===== src/design/fsc_pkg.sv =====
// ----------------------------------------------------------------------------
// fsc_pkg: shared types and constants for the serial frame checker
// Frame marker bytes, the CRC-16 polynomial and its bytewise update, the
// status codes, and the structs passed between the checker's stages.
// ----------------------------------------------------------------------------
`default_nettype none

package fsc_pkg;

  // Frame marker bytes
  localparam logic [7:0] SOH_BYTE = 8'h01;
  localparam logic [7:0] VER_BYTE = 8'h10;
  localparam logic [7:0] STX_BYTE = 8'h02;
  localparam logic [7:0] ETX_BYTE = 8'h03;
  localparam logic [7:0] EOT_BYTE = 8'h04;

  // Reflected CRC-16, no final xor
  localparam logic [15:0] CRC_INIT = 16'hFFFF;
  localparam logic [15:0] CRC_POLY = 16'h8408;

  // Frame positions
  localparam int unsigned POS_W    = 9;
  localparam int unsigned HDR_DEPTH = 10;
  localparam int unsigned HDR_IDX_W = 4;
  localparam logic [POS_W-1:0] POS_SOH    = 9'd0;
  localparam logic [POS_W-1:0] POS_VER    = 9'd1;
  localparam logic [POS_W-1:0] POS_HDR_LO = 9'd2;
  localparam logic [POS_W-1:0] POS_LEN    = 9'd6;
  localparam logic [POS_W-1:0] POS_STX    = 9'd7;
  localparam logic [POS_W-1:0] POS_HDR_HI = 9'd11;
  localparam logic [POS_W-1:0] OFS_ETX    = 9'd8;
  localparam logic [POS_W-1:0] OFS_CRC_LO = 9'd9;
  localparam logic [POS_W-1:0] OFS_CRC_HI = 9'd10;
  localparam logic [POS_W-1:0] OFS_EOT    = 9'd11;

  typedef enum logic [1:0] {
    ST_OK        = 2'd0,
    ST_FRAMING   = 2'd1,
    ST_VERSION   = 2'd2,
    ST_CRC       = 2'd3
  } status_t;

  // One request from the input channel
  typedef struct packed {
    logic [7:0] rx_byte;
    logic       frame_start;
  } item_t;

  // One result item
  typedef struct packed {
    status_t     status;
    logic [15:0] dest_address;
    logic [15:0] source_address;
    logic [7:0]  payload_length;
    logic [7:0]  command;
    logic [7:0]  command_version;
    logic [7:0]  param_first;
    logic [7:0]  param_second;
    logic [15:0] computed_crc;
  } result_t;

  // Fold one byte into the CRC, LSB first
  function automatic logic [15:0] crc_update(input logic [15:0] crc_in,
                                             input logic [7:0]  data);
    logic [15:0] crc;
    logic [7:0]  d;
    logic        fb;
    crc = crc_in;
    d   = data;
    for (int k = 0; k < 8; k++) begin
      fb  = crc[0] ^ d[0];
      crc = {1'b0, crc[15:1]};
      if (fb) begin
        crc = crc ^ CRC_POLY;
      end
      d = {1'b0, d[7:1]};
    end
    return crc;
  endfunction

endpackage

`default_nettype wire


===== src/design/fsc_in_stage.sv =====
// ----------------------------------------------------------------------------
// fsc_in_stage: input register
// Captures one request per cycle while the frame engine keeps consuming,
// and holds it until the frame engine consumes it.
// ----------------------------------------------------------------------------
`default_nettype none

module fsc_in_stage (
  input  wire logic          clk,
  input  wire logic          rst_n,
  input  wire logic          in_valid,
  output logic               in_ready,
  input  wire fsc_pkg::item_t in_item,
  input  wire logic          take,
  output logic               item_valid,
  output fsc_pkg::item_t     item
);
  import fsc_pkg::*;

  logic  valid_r, valid_nxt;
  item_t item_r;

  // Free the slot when empty or when the held request moves on this cycle
  assign in_ready = !valid_r || take;

  always_comb begin
    valid_nxt = valid_r;
    if (in_valid && in_ready) begin
      valid_nxt = 1'b1;
    end else if (take) begin
      valid_nxt = 1'b0;
    end
  end

  always_ff @(posedge clk) begin
    if (!rst_n) begin
      valid_r <= 1'b0;
    end else begin
      valid_r <= valid_nxt;
    end
  end

  // Load payload on accept
  always_ff @(posedge clk) begin
    if (in_valid && in_ready) begin
      item_r <= in_item;
    end
  end

  assign item_valid = valid_r;
  assign item       = item_r;

endmodule

`default_nettype wire


===== src/design/fsc_engine.sv =====
// ----------------------------------------------------------------------------
// fsc_engine: frame state and checks
// Tracks the byte position, error flags, running CRC and header bytes of
// the open frame, and forms the result on the EOT position.
// ----------------------------------------------------------------------------
`default_nettype none

module fsc_engine (
  input  wire logic           clk,
  input  wire logic           rst_n,
  input  wire logic           item_valid,
  input  wire fsc_pkg::item_t item,
  input  wire logic           take,
  output logic                has_result,
  output fsc_pkg::result_t    result
);
  import fsc_pkg::*;

  logic [POS_W-1:0] pos_r, pos_nxt;
  logic             in_frame_r, in_frame_nxt;
  logic [15:0]      crc_r, crc_nxt;
  logic [7:0]       len_r, len_nxt;
  logic             fe_r, fe_nxt;
  logic             ve_r, ve_nxt;
  logic             ce_r, ce_nxt;
  logic [7:0]       hdr_r [HDR_DEPTH];

  logic             start;
  logic             active;
  logic [7:0]       b;
  logic [POS_W-1:0] pos;
  logic [POS_W-1:0] len_ext;
  logic [15:0]      crc_base;
  logic             is_end;
  logic             hdr_we;
  logic [HDR_IDX_W-1:0] hdr_idx;
  logic [POS_W-1:0] hdr_ofs;
  logic [7:0]       last_hdr;
  status_t          st;

  assign start  = item.frame_start;
  assign b      = item.rx_byte;
  assign active = item_valid && (start || in_frame_r);
  assign pos    = start ? POS_SOH : pos_r;

  // Evaluate checks and next state for the held byte
  always_comb begin
    fe_nxt   = start ? 1'b0 : fe_r;
    ve_nxt   = start ? 1'b0 : ve_r;
    ce_nxt   = start ? 1'b0 : ce_r;
    len_nxt  = start ? 8'd0 : len_r;
    crc_base = start ? CRC_INIT : crc_r;

    if (pos == POS_SOH && b != SOH_BYTE) fe_nxt = 1'b1;
    if (pos == POS_VER && b != VER_BYTE) ve_nxt = 1'b1;
    if (pos == POS_STX && b != STX_BYTE) fe_nxt = 1'b1;
    if (pos == POS_LEN) len_nxt = b;

    len_ext = {1'b0, len_nxt};

    // CRC covers the header and payload through ETX
    if (pos < POS_STX || pos <= len_ext + OFS_ETX) begin
      crc_nxt = crc_update(crc_base, b);
    end else begin
      crc_nxt = crc_base;
    end

    if (pos == len_ext + OFS_ETX && b != ETX_BYTE) fe_nxt = 1'b1;
    if (pos == len_ext + OFS_CRC_LO && b != crc_nxt[7:0]) ce_nxt = 1'b1;
    if (pos == len_ext + OFS_CRC_HI && b != crc_nxt[15:8]) ce_nxt = 1'b1;
    is_end = (pos == len_ext + OFS_EOT);
    if (is_end && b != EOT_BYTE) fe_nxt = 1'b1;

    if (is_end) begin
      in_frame_nxt = 1'b0;
      pos_nxt      = POS_SOH;
    end else begin
      in_frame_nxt = 1'b1;
      pos_nxt      = pos + 9'd1;
    end
  end

  // Header capture address
  assign hdr_we  = (pos >= POS_HDR_LO) && (pos <= POS_HDR_HI);
  assign hdr_ofs = pos - POS_HDR_LO;
  assign hdr_idx = hdr_ofs[HDR_IDX_W-1:0];

  // Advance frame state on each consumed in-frame byte
  always_ff @(posedge clk) begin
    if (!rst_n) begin
      pos_r      <= POS_SOH;
      in_frame_r <= 1'b0;
      crc_r      <= CRC_INIT;
      len_r      <= 8'd0;
      fe_r       <= 1'b0;
      ve_r       <= 1'b0;
      ce_r       <= 1'b0;
    end else if (take && active) begin
      pos_r      <= pos_nxt;
      in_frame_r <= in_frame_nxt;
      crc_r      <= crc_nxt;
      len_r      <= len_nxt;
      fe_r       <= fe_nxt;
      ve_r       <= ve_nxt;
      ce_r       <= ce_nxt;
    end
  end

  always_ff @(posedge clk) begin
    if (take && active && hdr_we) begin
      hdr_r[hdr_idx] <= b;
    end
  end

  // Byte 11 may be the EOT byte itself when the payload is empty
  assign last_hdr = (pos == POS_HDR_HI) ? b : hdr_r[9];

  always_comb begin
    if (fe_nxt) begin
      st = ST_FRAMING;
    end else if (ve_nxt) begin
      st = ST_VERSION;
    end else if (ce_nxt) begin
      st = ST_CRC;
    end else begin
      st = ST_OK;
    end
  end

  assign has_result = active && is_end;

  always_comb begin
    result.status          = st;
    result.dest_address    = {hdr_r[3], hdr_r[2]};
    result.source_address  = {hdr_r[1], hdr_r[0]};
    result.payload_length  = hdr_r[4];
    result.command         = hdr_r[6];
    result.command_version = hdr_r[7];
    result.param_first     = hdr_r[8];
    result.param_second    = last_hdr;
    result.computed_crc    = crc_nxt;
  end

endmodule

`default_nettype wire


===== src/design/fsc_out_stage.sv =====
// ----------------------------------------------------------------------------
// fsc_out_stage: result register
// Holds one finished result until the receiver takes it; accepts a new
// one in the same cycle the old one leaves.
// ----------------------------------------------------------------------------
`default_nettype none

module fsc_out_stage (
  input  wire logic             clk,
  input  wire logic             rst_n,
  input  wire logic             load,
  input  wire fsc_pkg::result_t res_in,
  output logic                  can_load,
  output logic                  out_valid,
  input  wire logic             out_ready,
  output fsc_pkg::result_t      res_out
);
  import fsc_pkg::*;

  logic    valid_r, valid_nxt;
  result_t res_r;

  assign can_load = !valid_r || out_ready;

  always_comb begin
    valid_nxt = valid_r;
    if (load) begin
      valid_nxt = 1'b1;
    end else if (out_ready) begin
      valid_nxt = 1'b0;
    end
  end

  always_ff @(posedge clk) begin
    if (!rst_n) begin
      valid_r <= 1'b0;
    end else begin
      valid_r <= valid_nxt;
    end
  end

  // Hold payload until replaced
  always_ff @(posedge clk) begin
    if (load) begin
      res_r <= res_in;
    end
  end

  assign out_valid = valid_r;
  assign res_out   = res_r;

endmodule

`default_nettype wire


===== src/design/serial_frame_checker_crc16_core.sv =====
// ----------------------------------------------------------------------------
// serial_frame_checker_crc16_core: request frame checker with CRC-16
// Checks framing, version and CRC of a serial request frame and reports
// one result per frame with its addresses, command and parameters.
// ----------------------------------------------------------------------------
// Usage:
//   Input channel (in_valid/in_ready) carries one frame byte per request;
//   in_frame_start marks byte 0 and drops any partial frame. Bytes outside
//   a frame are consumed without effect.
//   Result channel (out_valid/out_ready) carries one result per frame,
//   produced by the EOT byte at position 11 + length.
//   Throughput: one byte per cycle while no result stalls. The bytewise
//   CRC update is a fixed eight-step network between the input register
//   and the result register, into which the EOT byte's result is loaded.
//   Stall: a result waits in the output register; the input register keeps
//   taking bytes until a second result has nowhere to go, then in_ready
//   drops until out_ready frees the output register.
//   Reset (rst_n low, synchronous) empties both registers and closes any
//   open frame; header bytes are not cleared.
// ----------------------------------------------------------------------------
`default_nettype none

module serial_frame_checker_crc16_core (
  input  wire logic        clk,
  input  wire logic        rst_n,
  input  wire logic        in_valid,
  output logic             in_ready,
  input  wire logic [7:0]  in_rx_byte,
  input  wire logic        in_frame_start,
  output logic             out_valid,
  input  wire logic        out_ready,
  output logic [1:0]       out_status,
  output logic [15:0]      out_dest_address,
  output logic [15:0]      out_source_address,
  output logic [7:0]       out_payload_length,
  output logic [7:0]       out_command,
  output logic [7:0]       out_command_version,
  output logic [7:0]       out_param_first,
  output logic [7:0]       out_param_second,
  output logic [15:0]      out_computed_crc
);
  import fsc_pkg::*;

  item_t   in_item;
  item_t   item;
  logic    item_valid;
  logic    take;
  logic    has_result;
  logic    can_load;
  result_t result;
  result_t res_out;

  assign in_item.rx_byte     = in_rx_byte;
  assign in_item.frame_start = in_frame_start;

  // Consume the held byte unless its result has no room
  assign take = item_valid && (!has_result || can_load);

  fsc_in_stage u_in (
    .clk        (clk),
    .rst_n      (rst_n),
    .in_valid   (in_valid),
    .in_ready   (in_ready),
    .in_item    (in_item),
    .take       (take),
    .item_valid (item_valid),
    .item       (item)
  );

  fsc_engine u_engine (
    .clk        (clk),
    .rst_n      (rst_n),
    .item_valid (item_valid),
    .item       (item),
    .take       (take),
    .has_result (has_result),
    .result     (result)
  );

  fsc_out_stage u_out (
    .clk       (clk),
    .rst_n     (rst_n),
    .load      (take && has_result),
    .res_in    (result),
    .can_load  (can_load),
    .out_valid (out_valid),
    .out_ready (out_ready),
    .res_out   (res_out)
  );

  assign out_status          = res_out.status;
  assign out_dest_address    = res_out.dest_address;
  assign out_source_address  = res_out.source_address;
  assign out_payload_length  = res_out.payload_length;
  assign out_command         = res_out.command;
  assign out_command_version = res_out.command_version;
  assign out_param_first     = res_out.param_first;
  assign out_param_second    = res_out.param_second;
  assign out_computed_crc    = res_out.computed_crc;

endmodule

`default_nettype wire


===== config.mk =====
export PLATFORM = sky130hd
export DESIGN_NAME = serial_frame_checker_crc16_core
export DESIGN_NICKNAME = d
export VERILOG_FILES = /design/src/design/fsc_pkg.sv /design/src/design/fsc_in_stage.sv /design/src/design/fsc_engine.sv /design/src/design/fsc_out_stage.sv /design/src/design/serial_frame_checker_crc16_core.sv
export SDC_FILE = /design/constraint.sdc
export NUM_CORES = 1
export LEC_CHECK = 0
export ABC_AREA = 0
export BUFFER_PORTS_ARGS = -buffer_cell sky130_fd_sc_hd__buf_2
export CAP_MARGIN = 40
export CORE_MARGIN = 4
export CORE_UTILIZATION = 55
export CTS_CLUSTER_SIZE = 14
export DETAILED_ROUTE_END_ITERATION = 8
export PLACE_DENSITY = 0.75
export SLEW_MARGIN = 10
export SYNTH_ARGS = -nofsm -noshare
export SYNTH_HDL_FRONTEND = slang
export SYNTH_SLANG_ARGS = --single-unit

===== constraint.sdc =====
create_clock -name clk -period 19.35 [get_ports clk]
set_input_delay 0.9675 -clock clk [delete_from_list [all_inputs] [get_ports clk]]
set_output_delay 0.9675 -clock clk [all_outputs]
set_load 0.005 [all_outputs]

## Word level (Yosys, flattened, before mapping)

Memories as Yosys holds them, arrays and structs flattened. A register that Yosys moved wholly into a read port is not among the register bits.
Index checks and enable logic that the tools add are counted.

| word-level totals | value |
|---|---|
| bits in registers | 66 |
| memory bits (writable) | 80 |
| input bits | 13 |
| output and inout bits | 92 |
| memories kept | 1 |

| cells by class | value |
|---|---|
| add/subtract/negate cells | 6 |
| order comparisons | 4 |
| eq/ne operators | 14 |
| multiplexer cells | 40 |
| bitwise operators | 16 |
| reductions and logical operators | 26 |

Memory list:

| name | depth | width | rd ports | clocked after Yosys merged registers in | wr ports | RTL line | RTL |
|---|---|---|---|---|---|---|---|
| u_engine.hdr_r | 10 | 8 | 9 | 9 | 1 | fsc_engine.sv:26 | `logic [7:0] hdr_r [HDR_DEPTH];` |

Operator list:

| kind | count |
|---|---|
| 16-bit 2-to-1 mux | 17 |
| 8-bit by 4-bit adder with 9-bit output, second input constant | 4 |
| 9-bit equality test | 4 |
| 2-bit inverter with 3-bit output | 8 |
| 9-bit by 3-bit equality test with 1-bit output, second input constant | 2 |
| 9-bit 2-to-1 mux | 2 |
| 1-bit 2-to-1 mux | 17 |
| 8-bit 2-to-1 mux | 2 |
| 8-bit by 2-bit != test with 1-bit output, second input constant | 2 |
| 8-bit != test | 2 |
| 1-bit logical AND | 15 |
| 9-bit by 1-bit adder with 9-bit output, second input constant | 1 |
| 9-bit by 1-bit equality test with 1-bit output, second input constant | 1 |
| 9-bit by 2-bit greater-or-equal comparator with 1-bit output, second input constant | 1 |
| 9-bit by 4-bit less-or-equal comparator with 1-bit output, second input constant | 1 |
| 9-bit less-or-equal comparator | 1 |
| 9-bit zero test | 1 |
| 9-bit by 3-bit < comparator with 1-bit output, second input constant | 1 |
| 8-bit by 1-bit != test with 1-bit output, second input constant | 1 |
| 8-bit by 3-bit != test with 1-bit output, second input constant | 1 |
| 8-bit by 5-bit != test with 1-bit output, second input constant | 1 |
| 1-bit XOR | 8 |
| 1-bit logical OR | 5 |
| 2-bit 2-to-1 mux | 2 |
| other kinds (3) | 6 |

## Longest topological paths before layout

Gate-level depths: netlist of the first run.

| depth | value |
|---|---|
| depth after elaboration | 34 |
| gate-level depth with buffers | 25 |
| depth with buffers taken out | 22 |

## Hierarchy

From an unflattened synthesis of the first run, not the netlist that was laid out.

| unflattened totals | value |
|---|---|
| cells, all modules | 845 |
| area total of the unflattened synthesis | 9918.3 µm² |

By module, submodules not included:

| module | times used | cells each | area each (µm²) | sequential area each (µm²) |
|---|---|---|---|---|
| fsc_engine | 1 | 734 | 6820.3 | 2902.8 |
| fsc_out_stage | 1 | 94 | 2751.4 | 2722.6 |
| fsc_in_stage | 1 | 14 | 327.8 | 290.3 |
| serial_frame_checker_crc16_core | 1 | 3 | 18.8 | 0.0 |

## Worst setup path after synthesis of the first run

No wires, ideal clock.

| timing path | value |
|---|---|
| kind | register to register |
| from | register u_in.item_r (netlist bit u_in.item[0]) |
| to | register out_command[0] (netlist name) |
| library setup time | 0.649 ns |
| data arrival time | 10.160 ns |
| required time | 18.701 ns |
| slack | 8.542 ns |
| stages on the path, launching flop included | 18 |
| buffers on the path | 3 |
| clock period less this slack | 10.808 ns |
| cell sequence | edfxtp_1 > clkbuf_1 > clkinv_1 > clkbuf_1 > nand2_1 > ha_1 > nor4b_4 > nand3_4 > buf_6 > a31oi_1 > inv_1 > ha_1 > a21o_1 > o21ai_1 > xnor2_1 > a311oi_1 > nand2_1 > nor3_1 |

| between the ends | value |
|---|---|
| word-level cells in the longest chain between the ends | 10 |
| elaborated cells between the ends (all ways) | 13 |
| classes of those cells | 1 x add/sub; 2 x eq/ne; 3 x mux; 7 x reduce/logical |

RTL lines:

| what | RTL line | RTL |
|---|---|---|
| from (decl) | fsc_in_stage.sv:21 | `item_t item_r;` |
| from (signal assigned) | fsc_in_stage.sv:46 | `item_r <= in_item;` |
| 9-bit 2-to-1 mux | fsc_engine.sv:44 | `assign pos = start ? POS_SOH : pos_r;` |
| 9-bit by 3-bit equality test with 1-bit output | fsc_engine.sv:57 | `if (pos == POS_LEN) len_nxt = b;` |
| 8-bit 2-to-1 mux * | fsc_engine.sv:57 |  |
| via u_engine.len_nxt[1] | fsc_engine.sv:22 | `logic [7:0] len_r, len_nxt;` |
| 8-bit by 4-bit adder with 9-bit output * | fsc_engine.sv:71 | `is_end = (pos == len_ext + OFS_EOT);` |
| 9-bit equality test * | fsc_engine.sv:71 |  |
| 1-bit logical AND * | fsc_engine.sv:130 | `assign has_result = active && is_end;` |
| 1-bit zero test | serial_frame_checker_crc16_core.sv:57 | `assign take = item_valid && (!has_result \|\| can_load);` |
| 1-bit logical OR | serial_frame_checker_crc16_core.sv:57 |  |
| 1-bit logical AND | serial_frame_checker_crc16_core.sv:57 |  |
| 1-bit logical AND * | serial_frame_checker_crc16_core.sv:83 | `.load (take && has_result),` |
| via u_out.load | fsc_out_stage.sv:11 | `input wire logic load,` |

The timed path passes the listed nets; every way through them passes the cells marked *.
A chain may end at the register's enable or synchronous reset.

## Worst setup path in the final report of the first run

| timing path | value |
|---|---|
| from | register u_in.item_r (netlist bit u_in.item[0]) |
| to | register u_out.res_r (netlist bit u_out.res_out[89]) (data pin) |

| between the ends | value |
|---|---|
| elaborated cells between the ends (all ways) | 72 |
| classes of those cells | 4 x add/sub; 2 x order compare; 9 x eq/ne; 32 x mux; 16 x bitwise; 9 x reduce/logical |

RTL lines:

| what | RTL line | RTL |
|---|---|---|
| 9-bit 2-to-1 mux | fsc_engine.sv:44 |  |
| 9-bit by 3-bit equality test with 1-bit output | fsc_engine.sv:57 |  |
| 8-bit 2-to-1 mux * | fsc_engine.sv:57 |  |
| via u_engine.len_nxt[3] | fsc_engine.sv:22 |  |
| 8-bit by 4-bit adder with 9-bit output | fsc_engine.sv:62, fsc_engine.sv:68 |  |
| 9-bit less-or-equal comparator | fsc_engine.sv:62 | `if (pos < POS_STX \|\| pos <= len_ext + OFS_ETX) begin` |
| 1-bit logical OR | fsc_engine.sv:62 |  |
| 16-bit 2-to-1 mux | fsc_engine.sv:62 |  |
| 8-bit != test | fsc_engine.sv:69 | `if (pos == len_ext + OFS_CRC_LO && b != crc_nxt[7:0]) ce_nxt = 1'b1;` |
| 1-bit logical AND | fsc_engine.sv:69 |  |
| 1-bit 2-to-1 mux | fsc_engine.sv:69 |  |
| 1-bit 2-to-1 mux | fsc_engine.sv:70 | `if (pos == len_ext + OFS_CRC_HI && b != crc_nxt[15:8]) ce_nxt = 1'b1;` |
| 2-bit 2-to-1 mux | fsc_engine.sv:123 | `end else if (ce_nxt) begin` |
| 2-bit 2-to-1 mux | fsc_engine.sv:121 | `end else if (ve_nxt) begin` |
| to (signal assigned) | fsc_out_stage.sv:45 | `res_r <= res_in;` |
| to (decl) | fsc_out_stage.sv:21 | `result_t res_r;` |

The timed path passes the listed nets; every way through them passes the cells marked *. The select of a mux whose other input is x is not followed.

==> results of run 1 <==
==> tightest hold or removal path, cell delays in order, from the launching register on <==
cell	delay, ns
dfxtp_1	0.30
inv_1	0.07
a211oi_1	0.08
==> cells in the final DEF (no fill, tap or decap), types with 4 or more instances in the layout <==
cell type,count
and3_1,5
o32a_1,6
dfxtp_1,39
mux2_2,59
nor2b_1,12
nor3b_1,12
nor4_1,8
nor3_2,4
nor2_1,61
nor4b_4,4
a21o_1,4
xor2_1,24
nor3_1,15
a32oi_1,6
clkinv_2,4
nand2b_1,9
mux2_4,16
a22oi_1,5
edfxtp_1,171
xnor2_1,46
a21oi_1,30
inv_1,28
nand3_1,28
nand2_1,86
and2_1,4
clkinv_1,7
a211oi_1,12
o22a_1,4
bufinv_16,4
ha_1,22
clkbuf_16,22
a31oi_1,10
buf_2,104
buf_4,23
o211ai_1,8
mux2i_1,11
nand4_1,9
o21ai_0,23
a211o_1,5
==> where the power goes <==
part	internal [W]	leakage, nW	switching (W)
Clock	0.000267	0.370	0.000173
Combinational	0.0000394	2.34	0.0000663
Sequential	0.000494	1.86	0.00000638
Total	0.000800	4.57	0.000246
==> final cells by class <==
cell class	count	area (sq um)	share of cell area (%)
repair buffers	130	751	6.02
well taps	265	332	2.66
diodes	1	2.50	0.0201
inverters	32	120	0.963
clock buffers	24	568	4.56
multi-input cells	614	4580	36.8
flip-flops and latches	210	5920	47.4
clock inverters	16	195	1.57
==> layer usage <==
| layer | vias up | global-route usage (%) | share of wire, % |
|---|---|---|---|
| li1 | 3579 | - | - |
| met3 | 66 | 3.49 | 6.2 |
| met5 | - | 0 | 0 |
| met4 | 0 | 7.96 | 2.9 |
| met1 | 3730 | 34.6 | 44 |
| met2 | 333 | 38.6 | 47 |
==> sequential cells by signal, summed over array words and instances, names as in the netlist <==
signal and flops:
u_engine.hdr_r 72, u_out.res_out 18, out_dest_address 16, out_source_address 16, u_engine.crc_r 16, u_engine.pos_r 9, u_in.item 9, out_command 8
out_command_version 8, out_param_first 8, out_param_second 8, out_payload_length 8, u_engine.len_r 8, u_engine.ce_r 1, u_engine.fe_r 1, u_engine.in_frame_r 1
u_engine.ve_r 1, u_in.item_valid 1, u_out.out_valid 1
==> logic make-up (layout without fill, tap and decap cells) <==
kind of cell / after synthesis / count (layout)
AOI/OAI and AO/OA: 153 / 153
xor gates and xnor gates: 72 / 72
adders and majority gates: 22 / 22
buffers and inverters: 94 / 202
DFF: 210 / 210
muxes: 88 / 88
other: 0 / 1
and+or+nand+nor: 279 / 279
==> metrics by stage <==
stage / cell area (sq um) / util [%]
3_5_place_dp: 11700 / 60.1
2_1_floorplan: 10900 / -
5_1_grt: 12500 / 64.1
3_3_place_gp: 11600 / 59.8
6_report: 12500 / 64.1
4_1_cts: 12500 / 64.1
==> worst max-delay path by stage <==
stage	end	slack, ns	depth (start not counted)
after floorplan	out_command[0]	8.54	17
after global routing	u_out.res_out[88]	11.72	22
after CTS	u_out.res_out[89]	12.37	21
final	u_out.res_out[89]	12.21	22
after detailed placement	u_out.res_out[89]	12.40	21
after global placement	u_out.res_out[88]	12.67	21
==> results.py, run 1 <==
metrics = {
    "global_route": {
        "grt_overflow_total": 0,
        "groute.usage.overall_pct": 24.3,
        "grt_pass1_vias": 7296,
        "grt_pass1_wl_mm": 42.1,
        "grt_max_degree": 65,
        "antenna_found_initial": 1,
    },
    "logic_synthesis": {
        "ys.flop_type": "edfxtp_1",
        "synthCells": 918,
        "synth_edf_count": 171,
        "async_flop_share_pct": 0,
        "ys_top_cells_by_count": "171 x edfxtp_1, 86 x nand2_1, 61 x nor2_1, 59 x mux2_2, 46 x xnor2_1",
        "synth-compound-area-share_pct": 9.96,
        "yosysWarnings": 0,
        "synth.distinct_cells": 81,
        "synth_top_area_share_pct": 47.1,
        "synth_fa_ha_area_share_pct": 2.53,
        "ys_seq_elements": 210,
        "synthXorXnorAreaFrac_pct": 6.05,
        "synth.cell_area_sq_um": 10900,
        "yosys.area.top_type": "edfxtp_1",
        "synthesis.nets": 953,
        "synth_most_common_cell": "edfxtp_1",
        "synth_top_family_by_area": "simple AND/OR/NAND/NOR gates",
        "synth_area_leaders": "edfxtp_1 47%, dfxtp_1 7.2%, mux2_2 6.1%, xnor2_1 3.7%, nand2_1 3.0%",
        "synthSimpleGateAreaFrac_pct": 13.9,
        "ys_seq_area_share_pct": 54.3,
        "synth_area_per_cell_sq_um": 11.9,
        "synthMuxAreaShare_pct": 9.55,
    },
    "detailed_routing": {
        "routed_wl_mm": 27.3,
        "remaining_drc_errors": 0,
        "drtPass1Iterations": 5,
        "vias": 7708,
        "route.detailed.wl_per_inst_um": 21.1,
        "drtIter0Drc": 651,
        "detail_route.vias_per_cell": 5.97,
        "ant_nets": 0,
    },
    "sta": {
        "clock_skew_ns": 0.0162,
        "setup_ws_ns": 12.21,
        "fmax_ghz": 0.140,
        "final_hold_viol_count": 0,
        "fin_crit_sh_pct": 36.9,
        "hold-worst-slack_ns": 0.504,
        "max_slew_margin_pct": 37.5,
        "rsz0062_at_grt": "no",
        "tns_ns": 0,
        "layout_min_cycle_time_ns": 7.14,
        "slew_violations": 0,
        "worst_slew_pin_slew_ns": 0.935,
        "setup_violations": 0,
    },
    "critical_path": {
        "crit_path_end_kind": "register",
        "cp_common_cell": "ha_1",
        "startpoint": "u_in.item[0]",
        "critPathTopFamily": "compound AO/OA/AOI/OAI gates",
        "worstSetupPathType": "reg -> reg",
        "r2r-end": "u_out.res_out[89]",
        "reg2regPathDepth": 22,
        "worstPathMaxFanout": 64,
        "r2r_slack_ns": 12.21,
        "crit_buf_inv": 5,
        "cp-start-kind": "register",
        "cpMaxStageDelayCell": "a21o_1",
        "crit_required_ns": 19.59,
        "critPathMaxStageDelay_ns": 0.65,
        "r2r_start": "u_in.item[0]",
        "crit_arrival_ns": 7.38,
        "worstPathCellList": "buf_4, clkinv_1, buf_4, nand2_1, inv_1, ha_1, nor4b_4, nand3_4, mux2i_2, inv_1, ha_1, xor2_1, ha_1, nand4_1, nor3_1, a211o_1, a21o_1, mux2_2, a2111oi_0, nand4_1, a32oi_1, a21boi_0",
    },
    "die": {
        "fp.dieW_um": 149,
        "num_rows": 51,
        "die_h_um": 149,
        "initial_core_util_pct": 56.0,
        "dieArea_sq_um": 22100,
        "io_pins": 105,
        "core_area_sq_um": 19500,
    },
    "outcome": {
        "status": "complete, no violations",
    },
    "clocking": {
        "cts_hold_buf": 0,
        "htreeDepth": 1,
        "cts_sinks": 210,
        "root_buffer": "clkbuf_16",
        "insertion_delay_ns": 0.52,
        "cts_inserted_buffers": 22,
        "cts_tree": "built",
        "post_cts_buffers": 0,
        "clk_pin_slew_ns": 0.06,
        "clockBufferDepth": 3,
        "cts_resized": 0,
    },
    "power_and_ir_drop": {
        "total_leakage_power_nw": 4.57,
        "pwr_density_cell_nw_per_um2": 83.9,
        "ir_drop_mv": 0.0691,
        "total_power_w": 0.00105,
    },
    "place": {
        "port_buffers": 104,
        "place_ws_ns": 12.40,
        "routabilityCongestion": 0.990,
        "dp.cells": 1251,
        "hpwl_mm": 17.7,
    },
    "layout": {
        "nets": 1045,
        "drive_above_1_share_pct": 25.9,
        "final.fill_count": 1484,
        "fin_cells": 1292,
        "syn_to_final_growth_pct": 14.5,
    },
    "flow_run": {
        "maxCapViolCount": 0,
    },
    "worst_hold_path": {
        "whs_path_depth": 2,
        "holdPathEnd": "u_engine.ve_r",
        "min_path_type": "reg -> reg",
        "holdCritStartpoint": "u_engine.ve_r",
    },
}
(Power assumes the default switching activity.)
==> run 2: changes to the inputs <==
Settings changed: ABC_AREA 0 to 1, CORE_UTILIZATION 55 to 54, PLACE_DENSITY 0.75 to 0.77.
Clock period 19.35 ns to 6.2 ns, I/O delays scaled along.
==> run 2 against run 1 <==
Net effect:
- non-clock buffer count up 1
- clock-buffer cell count up 11
- fmax up 29%
- first-iteration DRC count up 13%
- clock skew up 0.0023 ns
- final area down 2.6%
- sequential cell count unchanged
- critical path type unchanged
- largest cell class unchanged
- largest power group unchanged
==> results.py, run 2 <==
metrics = {
    "sta": {
        "rsz0062_at_grt": "no",
        "worst_slew_pin_slew_ns": 0.834,
        "max_slew_margin_pct": 44.3,
        "final_hold_viol_count": 0,
        "slew_violations": 0,
        "tns_ns": 0,
        "setup_violations": 0,
        "clock_skew_ns": 0.0186,
        "layout_min_cycle_time_ns": 5.55,
        "fmax_ghz": 0.180,
        "setup_ws_ns": 0.646,
        "hold-worst-slack_ns": 0.0476,
        "fin_crit_sh_pct": 89.6,
    },
    "critical_path": {
        "crit_path_end_kind": "register",
        "cp_common_cell": "nand2_1",
        "worstSetupPathType": "reg -> reg",
        "r2r_slack_ns": 0.65,
        "r2r_start": "u_in.item[0]",
        "r2r-end": "u_out.res_out[89]",
        "critPathMaxStageDelay_ns": 0.41,
        "cpMaxStageDelayCell": "edfxtp_1",
        "reg2regPathDepth": 31,
        "worstPathMaxFanout": 17,
        "crit_arrival_ns": 5.85,
        "crit_required_ns": 6.49,
        "cp-start-kind": "register",
    },
    "worst_hold_path": {
        "whs_path_depth": 3,
        "min_path_type": "in -> reg",
        "holdPathEnd": "u_in.item_valid",
        "holdCritStartpoint": "in_valid",
    },
    "power_and_ir_drop": {
        "ir_drop_mv": 0.178,
        "pwr-share-comb_pct": 7.5,
        "total_leakage_power_nw": 5.51,
        "p_clk_share_pct": 42.6,
        "p_int_w": 0.00237,
        "sequentialPowerShare_pct": 50.0,
        "p_sw_share_pct": 23.2,
        "p_sw_w": 0.000719,
        "pwr_density_cell_nw_per_um2": 255,
    },
    "global_route": {
        "groute.usage.overall_pct": 24.3,
        "grt_pass1_wl_mm": 42.5,
        "grt_max_degree": 91,
        "antenna_found_initial": 0,
        "grt_pass1_vias": 7989,
        "grt_overflow_total": 0,
    },
    "logic_synthesis": {
        "synthesis.nets": 1241,
        "ys_seq_area_share_pct": 56.3,
        "synth_area_per_cell_sq_um": 8.72,
        "yosysWarnings": 0,
        "synthCells": 1206,
        "synth_most_common_cell": "nand2_1",
        "synth_area_leaders": "edfxtp_1 49%, nand2_1 16%, nand3_1 9.1%, dfxtp_1 7.4%, inv_1 3.5%",
        "synth.cell_area_sq_um": 10500,
        "async_flop_share_pct": 0,
        "ys_seq_elements": 210,
        "synth_top_area_share_pct": 48.8,
        "ys_top_cells_by_count": "441 x nand2_1, 191 x nand3_1, 171 x edfxtp_1, 98 x inv_1, 75 x nor2_1",
        "yosys.area.top_type": "edfxtp_1",
        "synth_edf_count": 171,
        "synth.distinct_cells": 35,
        "ys.flop_type": "edfxtp_1",
    },
    "clocking": {
        "cts_inserted_buffers": 23,
        "root_buffer": "clkbuf_16",
        "cts_tree": "built",
        "clockBufferDepth": 3,
        "insertion_delay_ns": 0.53,
        "clk_pin_slew_ns": 0.07,
        "htreeDepth": 1,
        "cts_sinks": 210,
    },
    "detailed_routing": {
        "vias": 8725,
        "drtIter0Drc": 737,
        "ant_nets": 0,
        "drtPass1Iterations": 5,
        "route.detailed.wl_per_inst_um": 16.8,
        "remaining_drc_errors": 0,
        "routed_wl_mm": 26.8,
        "detail_route.vias_per_cell": 5.47,
    },
    "die": {
        "initial_core_util_pct": 55.5,
        "fp.dieW_um": 148,
        "num_rows": 50,
        "core_area_sq_um": 19000,
        "die_h_um": 148,
        "io_pins": 105,
        "dieArea_sq_um": 21800,
    },
    "place": {
        "place_ws_ns": 0.626,
        "hpwl_mm": 18.1,
        "routabilityCongestion": 1.02,
        "placed_area_sq_um": 11300,
        "port_buffers": 104,
    },
    "outcome": {
        "status": "complete, no violations",
    },
    "flow_run": {
        "maxCapViolCount": 0,
    },
    "layout": {
        "final.fill_count": 1594,
        "layout_common_cells": "440 x nand2_1, 191 x nand3_1, 171 x edfxtp_1, 104 x buf_2, 98 x inv_1",
        "regMostFlops": "u_engine.hdr_r",
        "drive_above_1_share_pct": 14.0,
        "diodes": 0,
        "fin_area_sq_um": 12100,
        "final_common_cell": "nand2_1",
        "largest_register_ffs": 72,
        "nets": 1354,
        "syn_to_final_growth_pct": 15.4,
        "postLayoutCoreUtil_pct": 64.0,
    },
}
## run 2: changes by cell type in the layout (fill, tap and decap cells not counted), moves of 11 or more
cell	before	now
mux2_4	16	0
mux2_2	59	0
nand2_1	86	440
mux2i_1	11	0
o21ai_0	23	11
nand3_1	28	191
nor2b_1	12	0
xnor2_1	46	2
nor3b_1	12	0
a211oi_1	12	0
inv_1	28	98
nor2_1	61	74
## run 2: worst max path at each step
| stage | slack (ns) | endpoint | start | depth (start not counted) |
|---|---|---|---|---|
| 2_1_floorplan | 0.37 | out_command[0] | u_in.item[0] | 23 |
| 6_report | 0.65 | u_out.res_out[89] | u_in.item[0] | 31 |
| 3_3_place_gp | 0.86 | u_out.res_out[89] | u_in.item[0] | 30 |
| 3_5_place_dp | 0.63 | u_out.res_out[89] | u_in.item[0] | 30 |
| 5_1_grt | 0.16 | u_out.res_out[89] | u_in.item[0] | 32 |
| 4_1_cts | 0.48 | in_ready | u_in.item[0] | 22 |
## run 2: routing by layer
layer | up-vias | GRT usage, % | wire length (um)
met5 | - | 0 | 0
met4 | 0 | 8.43 | 903
met3 | 52 | 3.28 | 1890
li1 | 4217 | - | -
met2 | 373 | 38.4 | 12100
met1 | 4083 | 34.9 | 11900
## run 2: final cells by class
cell class | count | area [sq um] | share of cell area [%]
Clock buffer | 35 | 651 | 5.36
Clock inverter | 7 | 81.3 | 0.670
Inverter | 106 | 398 | 3.28
Multi-Input combinational cell | 847 | 4010 | 33.0
Sequential cell | 210 | 5920 | 48.7
Tap cell | 260 | 325 | 2.68
Timing Repair Buffer | 131 | 758 | 6.25
## run 2: stage by stage
stage / instances / total power, W
4_1_cts: 1595 / 0.00311
3_5_place_dp: 1544 / 0.00180
2_1_floorplan: 1206 / 0.00173
6_report: 1596 / 0.00309
3_3_place_gp: 1544 / 0.00180
5_1_grt: 1596 / 0.00320
## run 2: cell families after synthesis
| family | after synthesis | synth area share [%] |
|---|---|---|
| compound gates | 53 | 2.84 |
| flops | 210 | 56.3 |
| buf+inv | 149 | 5.70 |
| simple gates | 749 | 30.7 |
| xor+xnor | 23 | 1.92 |
| fa+ha+maj | 22 | 2.62 |
## run 2: power by group through the flow
stage	combinational [W]	clock (W)	sequential (W)
2_1_floorplan	0.000147	0	0.00158
4_1_cts	0.000229	0.00134	0.00155
5_1_grt	0.000259	0.00140	0.00155
3_3_place_gp	0.000221	0	0.00157
3_5_place_dp	0.000223	0	0.00157
6_report	0.000231	0.00132	0.00155
## run 2: what timing repair did
item                       in CTS  in global routing
buffers inserted                0                  1
hold buffers                    9                  0
gates resized for setup         0                  1
hold endpoints to repair        9                  0
setup endpoints to repair       0                  3
## run 2: worst max-delay path, delay by kind of cell (launching register included)
family                   cells  cell delay, ns
AND/OR/NAND/NOR             22            2.95
buffers and inverters        5            1.05
flip-flops                   1            0.41
adder cells (fa/ha/maj)      3            0.77
XOR/XNOR                     1            0.10
==> run 3: changes to the inputs <==
Settings changed: CELL_PAD_IN_SITES_DETAIL_PLACEMENT from default to 0, CELL_PAD_IN_SITES_GLOBAL_PLACEMENT from default to 1, CORE_UTILIZATION 54 to 41, PLACE_DENSITY 0.77 to default, PLACE_DENSITY_LB_ADDON from default to 0.1.
==> run 3 against run 2 <==
Net effect:
- via count shrank 3.8%
- clock-buffer cell count shrank 9
- critical path depth shrank 1
- core utilization decreased by 16 points
- critical endpoint unchanged
- routed wire length is 8.5% higher
- clock power fell by 4%
- highest routed layer unchanged
- final area is 0.67% higher
- largest power group unchanged
- register-to-register slack better by 0.12 ns
- die area is 30% higher
==> results.py, run 3 (synthesis gave the netlist of run 2 again) <==
metrics = {
    "outcome": {
        "status": "complete, no violations",
    },
    "power_and_ir_drop": {
        "sequentialPowerShare_pct": 50.6,
        "p_clk_share_pct": 41.6,
        "p_sw_share_pct": 23.9,
        "total_leakage_power_nw": 5.50,
        "total_power_w": 0.00305,
        "pwr-share-comb_pct": 7.8,
        "ir_drop_mv": 0.225,
        "p_int_w": 0.00233,
        "p_sw_w": 0.000730,
        "pwr_density_cell_nw_per_um2": 250,
    },
    "detailed_routing": {
        "vias": 8393,
        "ant_nets": 0,
        "remaining_drc_errors": 0,
        "drtPass1Iterations": 5,
        "route.detailed.wl_per_inst_um": 17.4,
        "drtIter0Drc": 564,
        "detail_route.vias_per_cell": 5.04,
        "routed_wl_mm": 29.0,
    },
    "worst_hold_path": {
        "min_path_type": "in -> reg",
        "holdCritStartpoint": "in_frame_start",
        "whs_path_depth": 1,
        "holdPathEnd": "u_in.item[0]",
    },
    "sta": {
        "max_slew_margin_pct": 49.8,
        "setup_ws_ns": 0.764,
        "setup_violations": 0,
        "clock_skew_ns": 0.00843,
        "fmax_ghz": 0.184,
        "fin_crit_sh_pct": 87.7,
        "slew_violations": 0,
        "worst_slew_pin_slew_ns": 0.750,
        "tns_ns": 0,
        "layout_min_cycle_time_ns": 5.44,
        "rsz0062_at_grt": "no",
        "hold-worst-slack_ns": 0.0420,
        "final_hold_viol_count": 0,
    },
    "place": {
        "hpwl_mm": 20.1,
        "place_ws_ns": 0.818,
        "placed_area_sq_um": 11500,
        "routabilityCongestion": 0.906,
        "port_buffers": 104,
    },
    "global_route": {
        "grt_overflow_total": 0,
        "groute.usage.overall_pct": 20.3,
        "grt_pass1_vias": 7919,
        "grt_pass1_wl_mm": 45.5,
        "grt_max_degree": 91,
        "antenna_found_initial": 0,
    },
    "critical_path": {
        "crit_arrival_ns": 5.71,
        "cpMaxStageDelayCell": "nand2_1",
        "reg2regPathDepth": 30,
        "r2r_slack_ns": 0.76,
        "worstSetupPathType": "reg -> reg",
        "critPathMaxStageDelay_ns": 0.45,
        "cp-start-kind": "register",
        "r2r_start": "u_in.item[0]",
        "worstPathMaxFanout": 17,
        "r2r-end": "u_out.res_out[89]",
        "cp_common_cell": "nand2_1",
        "crit_required_ns": 6.48,
        "crit_path_end_kind": "register",
    },
    "die": {
        "io_pins": 105,
        "dieArea_sq_um": 28300,
        "die_h_um": 168,
        "initial_core_util_pct": 41.8,
        "fp.dieW_um": 168,
        "core_area_sq_um": 25200,
        "num_rows": 58,
    },
    "clocking": {
        "clockBufferDepth": 3,
        "htreeDepth": 1,
        "cts_tree": "built",
        "post_cts_buffers": 0,
        "cts_sinks": 210,
        "insertion_delay_ns": 0.52,
        "clk_pin_slew_ns": 0.06,
        "cts_resized": 0,
        "root_buffer": "clkbuf_16",
        "cts_inserted_buffers": 23,
    },
    "flow_run": {
        "maxCapViolCount": 0,
    },
    "layout": {
        "nets": 1358,
        "diodes": 0,
        "regMostFlops": "u_engine.hdr_r",
        "syn_to_final_growth_pct": 16.2,
        "largest_register_ffs": 72,
        "fin_area_sq_um": 12200,
        "drive_above_1_share_pct": 14.1,
        "final_common_cell": "nand2_1",
        "layout_common_cells": "441 x nand2_1, 191 x nand3_1, 171 x edfxtp_1, 104 x buf_2, 98 x inv_1",
    },
}
==> run 3: cell types whose count changed in the layout (fill, tap and decap cells not counted), sizes merged <==
cell,before,now
dlygate4sd3,9,8
buf,122,127
clkbuf,35,26
clkinv,6,9
inv,106,105
clkinvlp,0,3
==> run 3: cell type report <==
class | count | area, sq um
clock buffer | 26 | 587
clock inverter | 12 | 101
fill | 2425 | 13000
inverter | 106 | 398
multi-input combinational | 847 | 4010
sequential | 210 | 5920
tap | 330 | 413
timing repair buffer | 135 | 793
==> run 3: how the worst max path moves through the flow <==
stage	start	to	slack [ns]	cells past startpoint
global route	u_in.item[0]	u_out.res_out[89]	0.22	30
floorplan	u_in.item[0]	out_command[0]	0.37	23
detailed placement	u_in.item[0]	u_out.res_out[89]	0.82	30
finish	u_in.item[0]	u_out.res_out[89]	0.76	30
global placement	u_in.item[0]	u_out.res_out[89]	1.06	30
CTS	u_in.item[0]	u_out.res_out[89]	0.78	30
==> run 3: critical path: cells and delay by family, from the launching register on <==
kind	cells	cell delay [ns]
and+or+nand+nor	21	2.97
buffers and inverters	5	0.90
adders and majority gates	3	0.76
DFF	1	0.42
xor gates and xnor gates	1	0.15
==> run 3: repair_timing <==
item / in CTS / in global routing
endpoints found under the hold margin: 8 / 0
hold buffers: 8 / 0
setup endpoints to repair: 0 / 0
==> run 3: through the flow <==
step	cells	util (%)
floorplan	1206	-
global route	1666	48.5
finish	1666	48.5
detailed placement	1620	45.5
global placement	1618	45.4
CTS	1666	48.5
==> run 3: power by group through the flow <==
stage / registers, W / clock network, W / logic [W]
6_report: 0.00155 / 0.00127 / 0.000238
5_1_grt: 0.00155 / 0.00137 / 0.000266
4_1_cts: 0.00155 / 0.00130 / 0.000241
3_5_place_dp: 0.00158 / 0 / 0.000236
3_3_place_gp: 0.00158 / 0 / 0.000236
2_1_floorplan: 0.00158 / 0 / 0.000147
==> run 3: routing by layer <==
layer	routed length, um	GRT usage [%]	share of wire, %
met5	0	0	0
met4	693	5.89	2.4
met3	1690	3.31	5.8
met2	13000	32.4	45
met1	13700	28.7	47
